`config.mk`:
```
export PLATFORM = sky130hd
export DESIGN_NAME = stoc_queue
export DESIGN_NICKNAME = d
export VERILOG_FILES = /design/src/hdl/stoc_pkg.sv /design/src/hdl/stoc_queue.sv
export SDC_FILE = /design/constraint.sdc
export NUM_CORES = 1
export LEC_CHECK = 0
export ABC_AREA = 0
export BUFFER_PORTS_ARGS = -buffer_cell sky130_fd_sc_hd__buf_2
export CAP_MARGIN = 20
export CORE_UTILIZATION = 49
export CTS_BUF_LIST = sky130_fd_sc_hd__clkbuf_8
export DETAILED_ROUTE_END_ITERATION = 8
export PLACE_DENSITY = 0.86
export SLEW_MARGIN = 10
export SYNTH_ARGS = -nofsm -noshare
export SYNTH_HDL_FRONTEND = slang
export SYNTH_SLANG_ARGS = --single-unit
```
`constraint.sdc`:
```
create_clock -name clk -period 4.1 [get_ports clk]
set_input_delay 0.41 -clock clk [delete_from_list [all_inputs] [get_ports clk]]
set_output_delay 0.41 -clock clk [all_outputs]
set_load 0.05 [all_outputs]
```
`src/hdl/stoc_pkg.sv`:
```
`default_nettype none
// ----------------------------------------------------------------------------
// stoc_pkg
// Shared sizes, the item record that moves from the front to the back, and
// the state type of the back sequencer.
// ----------------------------------------------------------------------------
package stoc_pkg;

  localparam int MAX_NODES = 1024;
  localparam int ADDR_W    = $clog2(MAX_NODES);
  localparam int CNT_W     = $clog2(MAX_NODES + 1);
  localparam int VALUE_W   = 32;
  localparam int LINK_W    = 11;
  localparam int SEEN_W    = 11;
  localparam int QUEUE_DEPTH = 2;

  // node memory row: key, left link, right link
  localparam int NODE_W  = VALUE_W + 2 * LINK_W;
  // bound memory row: lower bound, upper bound
  localparam int BOUND_W = 2 * VALUE_W;

  localparam logic [VALUE_W-1:0] KEY_MIN = {1'b1, {(VALUE_W-1){1'b0}}};
  localparam logic [VALUE_W-1:0] KEY_MAX = {1'b0, {(VALUE_W-1){1'b1}}};

  typedef struct packed {
    logic [VALUE_W-1:0] value;
    logic [LINK_W-1:0]  left_index;
    logic [LINK_W-1:0]  right_index;
    logic [CNT_W-1:0]   idx;          // 0-based position in the tree
    logic               first;
    logic               last;
    logic               left_link;    // left child names a node in range
    logic               right_link;
    logic               early_fail;   // fails without looking at memory
    logic [SEEN_W-1:0]  count;        // node count including this one
  } stoc_item_t;

  typedef struct packed {
    logic empty;
    logic full;
  } stoc_queue_stat_t;

  typedef enum logic [1:0] {
    BK_CLEAR,
    BK_IDLE,
    BK_FETCH,
    BK_CHECK
  } stoc_back_state_t;

endpackage
`default_nettype wire

```
`src/hdl/stoc_queue.sv`:
```
`default_nettype none
// ----------------------------------------------------------------------------
// stoc_queue
// Two-entry register queue between the front and the back.
// ----------------------------------------------------------------------------
module stoc_queue
  import stoc_pkg::*;
(
  input  wire logic       clk,
  input  wire logic       rst,
  input  wire logic       push,
  input  wire stoc_item_t push_item,
  input  wire logic       pop,
  output stoc_item_t      head,
  output stoc_queue_stat_t stat
);

  localparam int PTR_W = $clog2(QUEUE_DEPTH);
  localparam int FILL_W = $clog2(QUEUE_DEPTH + 1);

  stoc_item_t        slots [QUEUE_DEPTH];
  logic [PTR_W-1:0]  wr_ptr;
  logic [PTR_W-1:0]  rd_ptr;
  logic [FILL_W-1:0] fill;

  always_ff @(posedge clk) begin
    if (rst) begin
      wr_ptr <= '0;
      rd_ptr <= '0;
      fill   <= '0;
    end else begin
      if (push) begin
        wr_ptr <= (wr_ptr == PTR_W'(QUEUE_DEPTH - 1)) ? '0 : wr_ptr + 1'b1;
      end
      if (pop) begin
        rd_ptr <= (rd_ptr == PTR_W'(QUEUE_DEPTH - 1)) ? '0 : rd_ptr + 1'b1;
      end
      if (push && !pop) begin
        fill <= fill + 1'b1;
      end else if (pop && !push) begin
        fill <= fill - 1'b1;
      end
    end
  end

  always_ff @(posedge clk) begin
    if (push) begin
      slots[wr_ptr] <= push_item;
    end
  end

  assign head       = slots[rd_ptr];
  assign stat.empty = (fill == '0);
  assign stat.full  = (fill == FILL_W'(QUEUE_DEPTH));

endmodule
`default_nettype wire

```
Yosys cells after proc, flatten, opt, wreduce, memory -nomap -nowiden
Memories as Yosys holds them, arrays and structs flattened. A register that Yosys moved wholly into a read port is not among the register bits.
Cells that the tools add are included.
{"block": "classes", "add_sub_neg": 4, "eq_ne": 1, "n_mux": 8, "reduce_logical": 6}
{"op": "$mux W1", "count": 6}
{"op": "$mux W2", "count": 2}
{"op": "$add A1 B1 Y1 const B", "count": 2}
{"op": "$add A2 B1 Y2 const B", "count": 1}
{"op": "$eq A2 B2 Y1 const B", "count": 1}
{"op": "$logic_and A1 B1 Y1", "count": 2}
{"op": "$logic_not A1 Y1", "count": 2}
{"op": "$logic_not A2 Y1", "count": 1}
{"op": "$reduce_bool A2 Y1", "count": 1}
{"op": "$sub A2 B1 Y2 const B", "count": 1}
{"block": "word_totals", "register_bits": 4, "mem_bits_rw": 162, "inputBits": 85, "output_inout_bits": 83, "word_cells": 23, "mem_count": 1}
{"memory": "slots", "words": 2, "word_bits": 81, "read_ports": 1, "rd_ports_with_merged_regs": 1, "wr": 1, "line_no": "stoc_queue.sv:21", "rtl": "stoc_item_t slots [QUEUE_DEPTH];"}

Depth between registers and ports, before layout
{"block": "depth", "word_depth": 4, "mapped_depth": 5, "depth_no_buf": 5}

Worst setup path after synthesis
OpenSTA, ideal clock, no wires.
{"block": "synth_path", "kind": "input -> register", "start": "in push", "end": "mem slots[0][0] in the netlist's numbering (enable)", "setup_ps": 531, "t_arrival_ps": 3951, "required_ps": 3569, "slack_ps": -381, "stages": 1, "n_path_buf": 0, "cell_sequence": "nor2b_1"}
{"block": "synth_via", "elab_chain_len": 2}
{"element": "start: declaration", "line_no": "stoc_queue.sv:11", "rtl": "input wire logic push,"}
{"element": "$mux W1", "line_no": "stoc_queue.sv:47", "rtl": "if (push) begin"}
{"element": "$mux W1 (not written as such)", "line_no": "stoc_queue.sv:48", "rtl": "slots[wr_ptr] <= push_item;"}
{"element": "end: declaration", "line_no": "stoc_queue.sv:21"}
Every way passes these cells.

==> flow_metrics.tcl <==
set metrics [dict create \
    grt_usage_pct 16.7 \
    nets 540 \
    cts_max_path_buffers 2 \
    cts_sinks 167 \
    synth_common_cells "162 x edfxtp_1, 81 x mux2_2, 8 x buf_6, 5 x dfxtp_1, 5 x nor2_1" \
    hold_buffers 0 \
    synth_cells 274 \
    ff2ff_setup_slack_ns 2.39 \
    drt-total-wl_mm 10.4 \
    crit_arrival_ns 2.21 \
    leakagePower_nw 2.81 \
    drtPass1Iterations 4 \
    ys_ff_latch 167 \
    grt_pass1_vias 3359 \
    synth_area_leaders "edfxtp_1 80%, mux2_2 15%, dfxtp_1 1.6%, buf_6 1.5%, nor2_1 0.31%" \
    cp_data_required_time_ns 3.69 \
    crit_chain "mux2_2 > buf_2" \
    yosysTopAreaCell "edfxtp_1" \
    cts_inserted_buffers 17 \
    hold_path.class "primary input to register" \
    slew_violations 0 \
    min_period_ns 2.62 \
    tightest_slew_ns 1.05 \
    worstSetupEndpointType "output port" \
    yosysMostFrequentCell "edfxtp_1" \
    dp_hpwl_mm 6.54 \
    fmax_ghz 0.382 \
    viasPerCell 4.87 \
    worstPathMaxFanout 81 \
    cts_tree "built" \
    grt_pass1_wl_mm 15.7 \
    worst_slack_ns 1.48 \
    syn_area_per_cell_um2 22.2 \
    synth_top_area_share_pct 80.0 \
    path_clk_slew_ns 0.10 \
    dieArea_um2 12900 \
    fill_cells 866 \
    ant_nets 0 \
    p_comb_share_pct 17.0 \
    diodes 0 \
    switchingPower_mw 1.13 \
    power_density_nw_per_um2 516 \
    die_w_um 113 \
    rsz0062_at_grt "no" \
    max_slew_margin_pct 29.7 \
    slowest_delay_ns 1.05 \
    drt_iter0_markers 217 \
    holdWs_ns 0.132 \
    setup_viol 0 \
    num_vias 3090 \
    tns_ns 0 \
    postCtsSetupRepairBufs 0 \
    status "complete, no violations" \
    cts_resized 0 \
    crit_slowest_cell "dfxtp_4" \
    finClkSkew_ns 0.0195 \
    route.detailed.drc 0 \
    async_flop_share_pct 0 \
    cap_violations 0 \
    vdd_drop_max_uv 353 \
    routedWlPerCell_um 16.3 \
    hold_viol_final 0 \
    critical_path_class "register to output port" \
    ys_warn_count 0 \
    io_pins 168 \
    syn_nets 360 \
    io_buffer_count 167 \
    ys_seq_area_share_pct 81.6 \
    sw_frac_of_total_pct 29.2 \
    core_um2 12100 \
    die_y_um 113 \
    gr-total-overflow 0 \
    p_int_mw 2.74 \
    sequentialPowerShare_pct 52.8 \
    gp_congestion 0.675 \
    root_buffer "clkbuf_8" \
    fp-row-count 40 \
    start_kind "register" \
    syn2layout_area_growth_pct 23.5 \
    cts-htree-levels 4 \
    clock_latency_ns 0.46 \
    drive_above_1_share_pct 61.5 \
    antenna_found_initial 0 \
    grt_max_degree 82 \
    synth_edf_count 162 \
    start_util_pct 50.4 \
    synth_ff_type "edfxtp_1" \
    post-place-ws_ns 1.91 \
    ys_types 16 \
    syn-cell-area_um2 6080 \
    post-route-period-util_pct 63.9 \
    power.clock.fraction_pct 30.2 \
]
-- cells in the final DEF (no fill, tap or decap) --
cell / synthesis / final
clkinv_4: 0 / 4
nor2b_4: 0 / 1
clkinvlp_4: 0 / 1
inv_6: 0 / 4
mux2_2: 81 / 81
clkinv_2: 0 / 2
a21oi_1: 1 / 1
dfxtp_1: 5 / 4
inv_1: 1 / 1
nor2_1: 5 / 5
or3_1: 1 / 1
o21ai_0: 1 / 1
and2_4: 0 / 1
buf_2: 0 / 167
edfxtp_1: 162 / 162
xor2_1: 2 / 2
dfxtp_4: 0 / 1
clkbuf_8: 0 / 17
xnor2_1: 2 / 2
inv_8: 0 / 2
buf_12: 0 / 3
and2b_2: 1 / 1
bufinv_16: 0 / 2
ha_1: 1 / 1
-- state kept, by name, indices dropped and copies added (netlist names), named ones only --
| register | flops |
|---|---|
| wr_ptr | 1 |
| fill | 2 |
| rd_ptr | 1 |
| slots | 162 |
-- worst paths after layout --
check,startpoint,end,cells after the start
setup / recovery,register,head[62],2
hold / removal,push_item[16],slots[1][16],1
setup reg to reg,wr_ptr,slots[1][53],2
hold reg to reg,rd_ptr,register,2
-- routing by layer --
layer / part of all wire, % / GRT usage, % / wire, um
met2: 53 / 29.2 / 5450
met3: 6.0 / 6.22 / 619
met4: 2.3 / 9.12 / 239
met5: 0 / 0 / 0
met1: 39 / 17.6 / 4050
-- logic make-up (layout without fill, tap and decap cells) --
logic type	after synthesis	after routing	share of synthesized area (%)
flip-flops	167	167	81.6
XOR/XNOR	4	4	0.576
AO/OA/AOI/OAI	2	2	0.164
multiplexers	81	81	15.0
buffers and inverters	10	203	1.67
adder cells (fa/ha/maj)	1	1	0.206
AND/OR/NAND/NOR	9	9	0.761
-- per-stage QoR --
| step | total power, mW | utilization, % | cell area [um^2] | instances |
|---|---|---|---|---|
| floorplan | 2.58 | - | 6080 | 274 |
| global placement | 2.72 | 58.6 | 7060 | 601 |
| detailed placement | 2.74 | 58.6 | 7060 | 601 |
| CTS | 3.91 | 61.9 | 7470 | 633 |
| global route | 4.00 | 62.3 | 7510 | 635 |
| finish | 3.87 | 62.3 | 7510 | 635 |
-- power by group through the flow --
stage	logic (mW)	registers, mW	clock network, mW
2_1_floorplan	0.529	2.05	0
3_3_place_gp	0.645	2.08	0
3_5_place_dp	0.654	2.09	0
4_1_cts	0.657	2.05	1.20
5_1_grt	0.688	2.06	1.26
6_report	0.659	2.04	1.17
-- layout make-up --
class	count	area, um^2	share of cell area [%]
clock buffer	17	234	3.12
tap	168	210	2.80
sequential	167	4970	66.2
multi-input combinational	97	1030	13.7
clock inverter	15	170	2.27
inverter	1	3.75	0.0500
timing repair buffer	170	896	11.9
-- critical path: cells and delay by family (launching register included) --
family	cells	cell delay [ns]
DFF	1	1.05
buffers and inverters	1	0.22
muxes	1	0.44
Power figures use the tool's default switching activity.
