$ cat src/hdl/stoc_pkg.sv
`default_nettype none
// ----------------------------------------------------------------------------
// stoc_pkg
// Shared sizes, the item record that moves from the front to the back, and
// the state type of the back sequencer.
// ----------------------------------------------------------------------------
package stoc_pkg;

  localparam int MAX_NODES = 1024;
  localparam int ADDR_W    = $clog2(MAX_NODES);
  localparam int CNT_W     = $clog2(MAX_NODES + 1);
  localparam int VALUE_W   = 32;
  localparam int LINK_W    = 11;
  localparam int SEEN_W    = 11;
  localparam int QUEUE_DEPTH = 2;

  // node memory row: key, left link, right link
  localparam int NODE_W  = VALUE_W + 2 * LINK_W;
  // bound memory row: lower bound, upper bound
  localparam int BOUND_W = 2 * VALUE_W;

  localparam logic [VALUE_W-1:0] KEY_MIN = {1'b1, {(VALUE_W-1){1'b0}}};
  localparam logic [VALUE_W-1:0] KEY_MAX = {1'b0, {(VALUE_W-1){1'b1}}};

  typedef struct packed {
    logic [VALUE_W-1:0] value;
    logic [LINK_W-1:0]  left_index;
    logic [LINK_W-1:0]  right_index;
    logic [CNT_W-1:0]   idx;          // 0-based position in the tree
    logic               first;
    logic               last;
    logic               left_link;    // left child names a node in range
    logic               right_link;
    logic               early_fail;   // fails without looking at memory
    logic [SEEN_W-1:0]  count;        // node count including this one
  } stoc_item_t;

  typedef struct packed {
    logic empty;
    logic full;
  } stoc_queue_stat_t;

  typedef enum logic [1:0] {
    BK_CLEAR,
    BK_IDLE,
    BK_FETCH,
    BK_CHECK
  } stoc_back_state_t;

endpackage
`default_nettype wire

$ cat src/hdl/stoc_front.sv
`default_nettype none
// ----------------------------------------------------------------------------
// stoc_front
// Accepts nodes, numbers them within the tree and flags everything that can
// be decided without memory: position overflow, out-of-range child indices
// and a node that names itself as child.
// ----------------------------------------------------------------------------
module stoc_front
  import stoc_pkg::*;
(
  input  wire logic                     clk,
  input  wire logic                     rst,
  input  wire logic                     start,
  input  wire logic signed [VALUE_W-1:0] node_value,
  input  wire logic [LINK_W-1:0]        left_index,
  input  wire logic [LINK_W-1:0]        right_index,
  input  wire logic                     last_node,
  input  wire stoc_queue_stat_t         q_stat,
  input  wire logic                     clearing,
  output logic                          busy,
  output logic                          push,
  output stoc_item_t                    item
);

  logic [CNT_W-1:0]  cnt;
  logic [CNT_W-1:0]  cnt_next;
  logic [CNT_W-1:0]  cnt_inc;
  logic [LINK_W-1:0] own_code;
  logic              over;
  logic              left_bad;
  logic              right_bad;
  logic              self_named;

  assign busy = q_stat.full || clearing;
  assign push = start && !busy;

  always_comb begin
    over       = (cnt >= CNT_W'(MAX_NODES));
    cnt_inc    = over ? cnt : cnt + 1'b1;
    own_code   = LINK_W'(cnt_inc);
    left_bad   = (int'(left_index) > MAX_NODES);
    right_bad  = (int'(right_index) > MAX_NODES);
    self_named = (left_index == own_code) || (right_index == own_code);

    item.value       = node_value;
    item.left_index  = left_index;
    item.right_index = right_index;
    item.idx         = cnt;
    item.first       = (cnt == '0);
    item.last        = last_node;
    item.left_link   = (left_index != '0) && !left_bad;
    item.right_link  = (right_index != '0) && !right_bad;
    // the first node may name itself: it has no parent to check against
    item.early_fail  = over || left_bad || right_bad || (self_named && (cnt != '0));
    item.count       = SEEN_W'(cnt_inc);

    cnt_next = cnt;
    if (push) begin
      cnt_next = last_node ? '0 : cnt_inc;
    end
  end

  always_ff @(posedge clk) begin
    if (rst) begin
      cnt <= '0;
    end else begin
      cnt <= cnt_next;
    end
  end

endmodule
`default_nettype wire

$ cat config.mk
export PLATFORM = sky130hd
export DESIGN_NAME = stoc_front
export DESIGN_NICKNAME = d
export VERILOG_FILES = /design/src/hdl/stoc_pkg.sv /design/src/hdl/stoc_front.sv
export SDC_FILE = /design/constraint.sdc
export NUM_CORES = 1
export LEC_CHECK = 0
export BUFFER_PORTS_ARGS = -buffer_cell sky130_fd_sc_hd__clkbuf_2
export CORE_MARGIN = 8
export CORE_UTILIZATION = 37
export DETAILED_ROUTE_END_ITERATION = 8
export GPL_TIMING_DRIVEN = 0
export PLACE_DENSITY_LB_ADDON = 0.1
export SLEW_MARGIN = 5
export SYNTH_ARGS = -nofsm -noshare
export SYNTH_HDL_FRONTEND = slang
export SYNTH_SLANG_ARGS = --single-unit
$ cat constraint.sdc
create_clock -name clk -period 2.2 [get_ports clk]
set_input_delay 0.44 -clock clk [delete_from_list [all_inputs] [get_ports clk]]
set_output_delay 0.44 -clock clk [all_outputs]
set_load 0.02 [all_outputs]
### Word level (Yosys, flattened, before mapping)

Cells that the tools add are included.

| cells by class | value |
|---|---|
| multiplexer cells | 2 |
| $lt $le $gt $ge | 3 |
| $add $sub $neg | 1 |
| reduce and logical (&&, ||, !) cells | 16 |
| eq/ne operators | 2 |

Operators with widths:

| operator | number |
|---|---|
| $reduce_bool A11 Y1 | 3 |
| $eq A11 B11 Y1 | 2 |
| $gt A11 B11 Y1 const B | 2 |
| $mux W11 | 2 |
| $add A11 B1 Y11 const B | 1 |
| $ge A11 B11 Y1 const B | 1 |
| $logic_not A11 Y1 | 1 |
| $logic_or A1 B1 Y1 | 5 |
| $logic_and A1 B1 Y1 | 4 |
| $logic_not A1 Y1 | 3 |

| storage, ports and cells | value |
|---|---|
| input port bits | 61 |
| flip-flop bits (word level) | 11 |

### Logic depth before layout (Yosys ltp)

Gate-level depths: netlist of run 1.

| logic depth | value |
|---|---|
| depth after elaboration | 6 |
| gate-level depth with buffers | 9 |
| mapped depth without buffers | 8 |

### Worst setup path after synthesis of run 1

OpenSTA, ideal clock, no wires.

| path | value |
|---|---|
| kind | register -> output |
| start | reg cnt[0] |
| end | out item[11] (netlist bit) |
| data required time | 1760 ps |
| arrival | 2321 ps |
| path buffers | 2 |
| slack | -561 ps |
| stages on the path, launching flop included | 9 |
| cells stage by stage | dfxtp_1 > buf_2 > and4b_1 > buf_6 > and3_1 > xor2_1 > xor2_1 > nor4_1 > a31o_1 |

RTL lines:

| element | line | RTL |
|---|---|---|
| start: declaration | stoc_front.sv:25 | `logic [CNT_W-1:0] cnt;` |
| start signal: assignment | stoc_front.sv:67 | `cnt <= cnt_next;` |
| end: declaration | stoc_front.sv:22 | `output stoc_item_t item` |

==> reports/qor.csv, run 1 <==
metric;value;unit
status;finished with violations;
failing checks;setup timing;
synth warn;0;
Die Wd;87.9;um
GRT Overall Usage;16.7;%
CTS H-Tree Depth;1;
Placed Area;2620;um2
Fill cells;489;
Clock transition at path regs;0.05;ns
port buffer count;110;
largest net degree at the start of global routing;11;
fin worst setup slack;-0.655;ns
row count;26;
synth unique cells;53;
DIE HEIGHT;87.9;um
clk_skew;0.00193;ns
crit-path max FO;4;
WP data required;1.76;ns
minimum clock period;2.86;ns
Final setup viols;2;
DR WL/cell;15.7;um
register area share after synthesis;11.5;%
Synth Flop Type;dfxtp_1;
Int Pwr;0.483;mW
switching share of power;35.0;%
PD cells;256;nW/um2
DRC Markers;0;
DPL Wire Length;5710;um
RSZ-0062 raised after global routing;true;
Top Ports;144;
crit path capture type;output pin;
Comb pwr share;45.5;%
critical path launch point type;flop;
Setup CP Type;flop to output pin;
Detailed Route Iter0 Violations;117;
Lkg Pwr;1.51;nW
Max VDD drop;0.253;mV
Synth top area share;21.6;%
Syn Area/Cell;7.77;um2
Clk network pwr share;27.7;%
Most flops, register;cnt;
top cells by area, synth;buf_4 22%, dfxtp_1 12%, xnor2_1 6.4%;
Routed Antenna Nets;0;
Layout Utilization;57.6;%
Syn-to-layout area delta;51.9;%
top flop regs;cnt x11;
initial core utilization;37.9;%
CTS Buffer Depth;2;
Core Area;5040;um2
Slew @ Worst Pin;0.485;ns
Max-Cap Viols;0;
switching power;0.260;mW
worst slack, placed;-0.491;ns
Async S/R FF share, synth;0;%
Min-Delay Path Class;input pin to flop;
Congestion Overflow GR;0;
number of global-route vias before repair;2171;
Post-Syn Area;1910;um2
final hold vios;0;
placed cell count;426;
EDFF count, synth;0;
clk_lat worst skew;0.24;ns
max-slew violation count;0;
Antenna diodes;0;
Syn Inst Count;246;
max reg flops;11;
antenna violations before repair;0;
total clock buffers created by CTS;3;
final net count;439;
gp weighted congestion;0.840;
clk sinks;11;
post-route insts no fill;445;
share of layout cells above drive strength 1;60.5;%
FF+latch count, synth;11;
CTS tree;built;
CTS root buf;clkbuf_8;
Worst slew margin;67.6;%
vias per inst;4.90;
Via Count;2182;
DRT Pass-1 Iters;4;
Final Cell Area;2900;um2
CP arrival;2.42;ns
leading area contributor after synthesis;buf_4;
full die area;7720;um2
post-synthesis net count;309;
period utilization;130;%
register share of total power;26.8;%
first-pass GRT wire length;10400;um
fmax;0.350;GHz
routed wire length;6970;um
-- layer usage --
metal / track usage (%) / part of all wire [%] / wire [um] / vias up
met1: 21.0 / 42 / 2950 / 998
met3: 3.66 / 9.9 / 690 / 5
li1: - / - / - / 1076
met2: 28.5 / 47 / 3290 / 103
met5: 0 / 0 / 0 / -
met4: 2.81 / 0.60 / 42 / 0
-- kinds of logic after synthesis --
logic type,share of synthesized area (%)
buffers and inverters,29.1
and+or+nand+nor,24.0
AOI/OAI and AO/OA,16.8
xor gates and xnor gates,15.5
DFF,11.5
muxes,1.70
adders and majority gates,1.31
-- timing repair --
action,CTS,global route
endpoints found under the setup margin,4,7
buffers inserted,6,11
gates resized for setup,13,26
pin swaps,4,8
endpoints found under the hold margin,0,0
hold buffers,0,0
-- final timing paths --
kind	from	endpoint	slack [ns]	cells past startpoint
worst max-delay path	cnt[0]	item[11]	-0.66	10
worst min-delay path	rst	cnt[10]	0.36	2
worst max register to register	cnt[10]	cnt[7]	0.45	9
worst min register to register	cnt[5]	cnt[5]	0.63	3
-- metrics by stage --
| step | TNS, ns | hold WS, ns | power (mW) |
|---|---|---|---|
| after global placement | -0.580 | 0.609 | 0.535 |
| after CTS | -0.664 | 0.363 | 0.747 |
| after floorplan | -0.233 | 0.505 | 0.422 |
| after global routing | -1.01 | 0.376 | 0.784 |
| final | -0.675 | 0.361 | 0.744 |
| after detailed placement | -0.491 | 0.610 | 0.537 |
-- Yosys cell counts (3+ instances only) --
master / instances
nand3_1: 4
nor2b_1: 3
nand2_1: 10
clkbuf_1: 9
xor2_1: 12
a31oi_1: 4
nor4_1: 7
inv_1: 8
buf_4: 55
nand4_1: 4
xnor2_1: 14
nor2_1: 14
dfxtp_1: 11
a211oi_1: 3
a21oi_1: 5
a32oi_1: 3
xnor3_1: 3
buf_2: 4
nand3b_1: 4
a22oi_1: 6
buf_6: 5
nor3_1: 6
o21ai_0: 8
and3_1: 7
-- power by group through the flow --
stage | Sequential, mW | Clock [mW] | Combinational [mW]
after floorplan | 0.204 | 0 | 0.218
final | 0.199 | 0.206 | 0.339
after global routing | 0.199 | 0.222 | 0.363
after detailed placement | 0.203 | 0 | 0.334
after CTS | 0.199 | 0.208 | 0.339
after global placement | 0.203 | 0 | 0.331
-- critical path, stage by stage, from the launching register on --
cell and delay, ns:
dfxtp_4 0.35, buf_6 0.13, and4b_1 0.20, buf_6 0.12, and3_4 0.17, buf_6 0.11
a2111oi_4 0.37, nand4_1 0.19, o31ai_4 0.26, a31o_1 0.13, clkbuf_8 0.14
-- layout make-up --
class                   instances  area [um2]  share of cell area, %
multi-input cells             153        1240                   42.8
repair buffers                127         704                   24.3
plain buffers                  71         554                   19.1
flip-flops and latches         11         231                   7.97
well taps                      70        87.6                   3.02
clock buffers                   4        45.0                   1.55
inverters                       9        36.3                   1.25
-- cells in the final DEF, fill, tap and decap left out, types with 2 or more instances in the layout --
master,instances
ha_4,2
a21oi_1,5
or3b_2,2
a22oi_1,6
clkbuf_1,5
xor2_1,11
dfxtp_1,6
and2_1,2
a32oi_1,3
o32ai_1,2
and3_4,3
and3_1,3
inv_1,5
buf_6,11
nor2_1,14
dfxtp_2,3
nand3_1,4
inv_2,2
clkbuf_2,107
nand2_1,9
buf_4,74
o21ai_0,8
xnor2_1,13
a31oi_1,4
clkbuf_8,4
nand4b_4,2
nand4_1,4
nor4_1,7
mux2_2,2
nor2b_1,3
nor3_1,6
xnor3_1,3
nand3b_1,4
dfxtp_4,2
and4b_1,2
and3_2,2
nand2b_1,2
a211oi_1,3
No activity file was read; power rests on OpenSTA's default activity.
==> run 2, diff against run 1 <==
--- a/config.mk
+++ b/config.mk
@@ -10,6 +10,7 @@
 export CORE_UTILIZATION = 37
 export DETAILED_ROUTE_END_ITERATION = 8
 export GPL_TIMING_DRIVEN = 0
+export MAX_ROUTING_LAYER = met4
 export PLACE_DENSITY_LB_ADDON = 0.1
 export SLEW_MARGIN = 5
 export SYNTH_ARGS = -nofsm -noshare
==> reports/qor.csv, run 2 (synthesis gave the netlist of run 1 again) <==
metric;value;unit
max-slew violation count;0;
Most Crowded Layer GR;met2;
largest net degree at the start of global routing;11;
WHS;0.370;ns
Most common cell on crit path;buf_6;
DRT Pass-1 Iters;4;
Top Ports;144;
full die area;7720;um2
Setup CP Type;flop to output pin;
DR WL/cell;15.2;um
Lkg Pwr;1.54;nW
Congestion Overflow GR;0;
row count;26;
Slew @ Worst Pin;0.463;ns
post-route insts no fill;451;
crit path capture type;output pin;
met1 GRT Util;22.5;%
final hold vios;0;
CTS Buffer Depth;2;
fin worst setup slack;-0.596;ns
PD cells;251;nW/um2
failing checks;setup timing;
status;finished with violations;
top flop regs;cnt x11;
first-pass GRT wire length;10600;um
port buffer count;110;
Placed Area;2620;um2
GRT met3 Usage;1.97;%
antenna violations before repair;0;
Final setup viols;1;
period utilization;127;%
Most flops, register;cnt;
CTS root buf;clkbuf_8;
CTS tree;built;
total clock buffers created by CTS;3;
Syn-to-layout area delta;54.6;%
crit-path max FO;7;
fmax;0.358;GHz
Min-Delay Path Class;input pin to flop;
DIE HEIGHT;87.9;um
CTS H-Tree Depth;1;
minimum clock period;2.80;ns
routed wire length;6870;um
WP data required;1.76;ns
CP bufs+invs;4;
clk_skew;0.00518;ns
commonest non-fill, non-tap cell in the layout;clkbuf_2;
clk_lat worst skew;0.24;ns
Worst slew margin;69.1;%
DRC Markers;0;
CP arrival;2.36;ns
critical path launch point type;flop;
Detailed Route Iter0 Violations;98;
Max-Cap Viols;0;
cell-by-cell trace of the critical path;buf_6 > and4b_1 > buf_6 > and3_4 > buf_6 > a2111oi_4 > nand4_1 > o31ai_4 > a31o_1 > clkbuf_8;
vias per inst;4.87;
routing usage on met2;28.1;%
initial core utilization;37.9;%
RSZ-0062 raised after global routing;true;
critical path's largest stage delay;0.36;ns
Antenna diodes;0;
placed cell count;426;
gp weighted congestion;0.849;
share of layout cells above drive strength 1;61.2;%
final net count;445;
Clock transition at path regs;0.05;ns
max reg flops;11;
Core Area;5040;um2
Layout Utilization;58.6;%
Die Wd;87.9;um
delay-heaviest family, CP;compound AO/OA/AOI/OAI gates;
DPL Wire Length;5710;um
clk sinks;11;
commonest non-fill, non-tap cells in the layout;107 x clkbuf_2, 79 x buf_4, 14 x nor2_1;
Routed Antenna Nets;0;
Fill cells;494;
Final Cell Area;2950;um2
GRT Overall Usage;17.2;%
Max VDD drop;0.404;mV
total power;0.742;mW
CP max stage cell;dfxtp_4;
Via Count;2198;
number of global-route vias before repair;2183;
## run 2: changes by cell type in the layout (fill, tap and decap cells not counted), sizes merged
cell  before  now
buf       86   92
## run 2: report_power, final
group	switching [mW]	internal, mW	leakage [nW]	total (mW)
logic	0.180	0.159	1.42	0.338
registers	0.000998	0.198	0.0923	0.199
clock network	0.0770	0.127	0.0228	0.204
## run 2: cell type report
class,instances,area (um2),area share [%]
multi-input combinational,153,1240,42.1
clock buffer,4,45.0,1.52
inverter,9,33.8,1.14
timing repair buffer,133,753,25.5
buffer,71,558,18.9
tap,70,87.6,2.96
sequential,11,233,7.88
## run 2: repair_timing
item | in CTS | in global routing
pin swaps | 2 | 4
endpoints found under the hold margin | 0 | 0
resized for setup | 12 | 29
setup endpoints to repair | 3 | 8
hold buffers | 0 | 0
buffers inserted | 1 | 22
cloned | 0 | 0
## run 2: through the flow
step | setup TNS (ns) | worst slack, ns
floorplan | -0.233 | -0.233
detailed placement | -0.546 | -0.534
global route | -0.903 | -0.725
CTS | -0.637 | -0.637
finish | -0.596 | -0.596
global placement | -0.557 | -0.542
## run 2: worst paths after layout
check,start,to,slack (ns),cells past startpoint
max reg2reg,cnt[1],cnt[5],0.42,10
max,cnt[1],item[11],-0.60,10
min reg2reg,cnt[5],cnt[5],0.62,3
min,rst,cnt[10],0.37,2
## run 2: per-layer routing
layer,wire length [um],vias to the layer above
met3,531,4
met2,3220,100
met4,49,0
met1,3070,1009
li1,-,1085
met5,0,-
==> run 3, diff against run 2 <==
--- a/config.mk
+++ b/config.mk
@@ -5,10 +5,10 @@
 export SDC_FILE = /design/constraint.sdc
 export NUM_CORES = 1
 export LEC_CHECK = 0
-export BUFFER_PORTS_ARGS = -buffer_cell sky130_fd_sc_hd__clkbuf_2
 export CORE_MARGIN = 8
-export CORE_UTILIZATION = 37
+export CORE_UTILIZATION = 58
 export DETAILED_ROUTE_END_ITERATION = 8
+export DONT_BUFFER_PORTS = 1
 export GPL_TIMING_DRIVEN = 0
 export MAX_ROUTING_LAYER = met4
 export PLACE_DENSITY_LB_ADDON = 0.1
==> constraint.sdc (replaced) <==
create_clock -name clk -period 3.1 [get_ports clk]
set_input_delay 0.62 -clock clk [delete_from_list [all_inputs] [get_ports clk]]
set_output_delay 0.62 -clock clk [all_outputs]
set_load 0.02 [all_outputs]
==> reports/qor.csv, run 3 (synthesis gave the netlist of run 1 again) <==
metric;value;unit
register area;234;um2
antenna violations before repair;0;
RSZ-0062 raised after global routing;true;
number of global-route vias before repair;1759;
fin worst setup slack;-0.0196;ns
DRC Markers;0;
row count;21;
Max VDD drop;0.166;mV
CTS Buffer Depth;2;
Clk network pwr share;23.9;%
DR WL/cell;19.9;um
DRT Pass-1 Iters;4;
largest net degree at the start of global routing;11;
total power;0.421;mW
Critical Path Stages;10;
CTS root buf;clkbuf_4;
met1 GRT Util;23.1;%
register share of total power;33.7;%
WP data required;2.48;ns
Core Area;3260;um2
gp weighted congestion;0.928;
total clock buffers created by CTS;3;
Placed Area;1970;um2
Setup CP Type;flop to output pin;
CP arrival;2.50;ns
DIE HEIGHT;73.4;um
Antenna diodes;0;
Die Wd;73.4;um
routing usage on met2;34.0;%
status;finished with violations;
Most flops, register;cnt;
Hold Startpoint;rst;
R2R cell count;10;
initial core utilization;58.6;%
Fill cells;292;
Min-Delay Path Class;input pin to flop;
full die area;5390;um2
RR Startpoint;cnt[0];
Routed Antenna Nets;0;
GRT met3 Usage;6.55;%
final net count;325;
clk_skew;0.00520;ns
crit-path max FO;4;
port buffer count;0;
CTS H-Tree Depth;1;
PD cells;186;nW/um2
max-slew violation count;0;
cell-by-cell trace of the critical path;buf_6 > buf_6 > and4b_1 > buf_6 > and3_4 > buf_6 > a2111oi_4 > nand4_1 > o31ai_4 > a31o_4;
clk sinks;11;
Final Cell Area;2260;um2
CP bufs+invs;4;
DPL Wire Length;4900;um
vias per inst;5.94;
failing checks;setup timing;
Max-Cap Viols;0;
crit path capture type;output pin;
top flop regs;cnt x11;
delay-heaviest family, CP;compound AO/OA/AOI/OAI gates;
hold depth;1;
Congestion Overflow GR;0;
Top Ports;144;
Most Crowded Layer GR;met2;
period utilization;101;%
Most common cell on crit path;buf_6;
switching power;0.151;mW
critical path launch point type;flop;
CTS tree;built;
Via Count;1823;
setup_tns;-0.0196;ns
Int Pwr;0.270;mW
max reg flops;11;
commonest non-fill, non-tap cells in the layout;65 x buf_4, 14 x nor2_1, 14 x xnor2_1;
Final setup viols;1;
final hold vios;0;
Worst slew margin;47.3;%
Clock transition at path regs;0.07;ns
minimum clock period;3.12;ns
fmax;0.321;GHz
area occupied by multi-input gates;1260;um2
routed wire length;6100;um
first-pass GRT wire length;8760;um
GRT Overall Usage;20.7;%
clk_lat worst skew;0.27;ns
CP startpoint;cnt[0];
Detailed Route Iter0 Violations;99;
Lkg Pwr;0.999;nW
Syn-to-layout area delta;18.1;%
critical path's largest stage delay;0.39;ns
share of layout cells above drive strength 1;42.5;%
Slew @ Worst Pin;0.785;ns
commonest non-fill, non-tap cell in the layout;buf_4;
switching share of power;35.8;%
Comb pwr share;42.5;%
CP max stage cell;dfxtp_4;
## run 3: path summary, 6_finish.rpt
kind                                 end  slack (ns)
worst min register to register    cnt[1]        0.67
worst min-delay path             cnt[10]        0.41
worst max register to register    cnt[9]        1.06
worst max-delay path            item[11]       -0.02
## run 3: through the flow
stage	hold slack [ns]	instances	utilization (%)	setup slack, ns
2_1_floorplan	0.693	246	-	0.159
3_3_place_gp	0.704	292	60.4	-0.140
3_5_place_dp	0.706	292	60.4	-0.153
4_1_cts	0.407	295	63.6	0.00218
5_1_grt	0.407	307	69.3	-0.113
6_report	0.406	307	69.3	-0.0196
## run 3: metal layers
| metal | part of all wire (%) | vias to the layer above |
|---|---|---|
| li1 | - | 850 |
| met1 | 37 | 861 |
| met2 | 49 | 104 |
| met3 | 12 | 8 |
| met4 | 1.5 | 0 |
| met5 | 0 | - |
## run 3: what timing repair did
item                                   CTS  global route
pin swaps                                0            11
setup buffers                            0            12
setup endpoints to repair                1             1
endpoints found under the hold margin    0             0
hold buffers                             0             0
gates resized for setup                 20            21
## run 3: power by group through the flow
stage	logic [mW]	registers (mW)	clock network (mW)
6_report	0.179	0.142	0.100
5_1_grt	0.188	0.142	0.109
4_1_cts	0.171	0.142	0.103
3_5_place_dp	0.168	0.146	0
3_3_place_gp	0.167	0.146	0
2_1_floorplan	0.153	0.146	0
## run 3: area by class of cell
cell class,count,share of cell area (%)
multi-input cells,153,55.7
repair buffers,12,4.71
plain buffers,72,24.0
clock buffers,4,1.16
inverters,9,1.50
well taps,46,2.55
flip-flops and latches,11,10.4
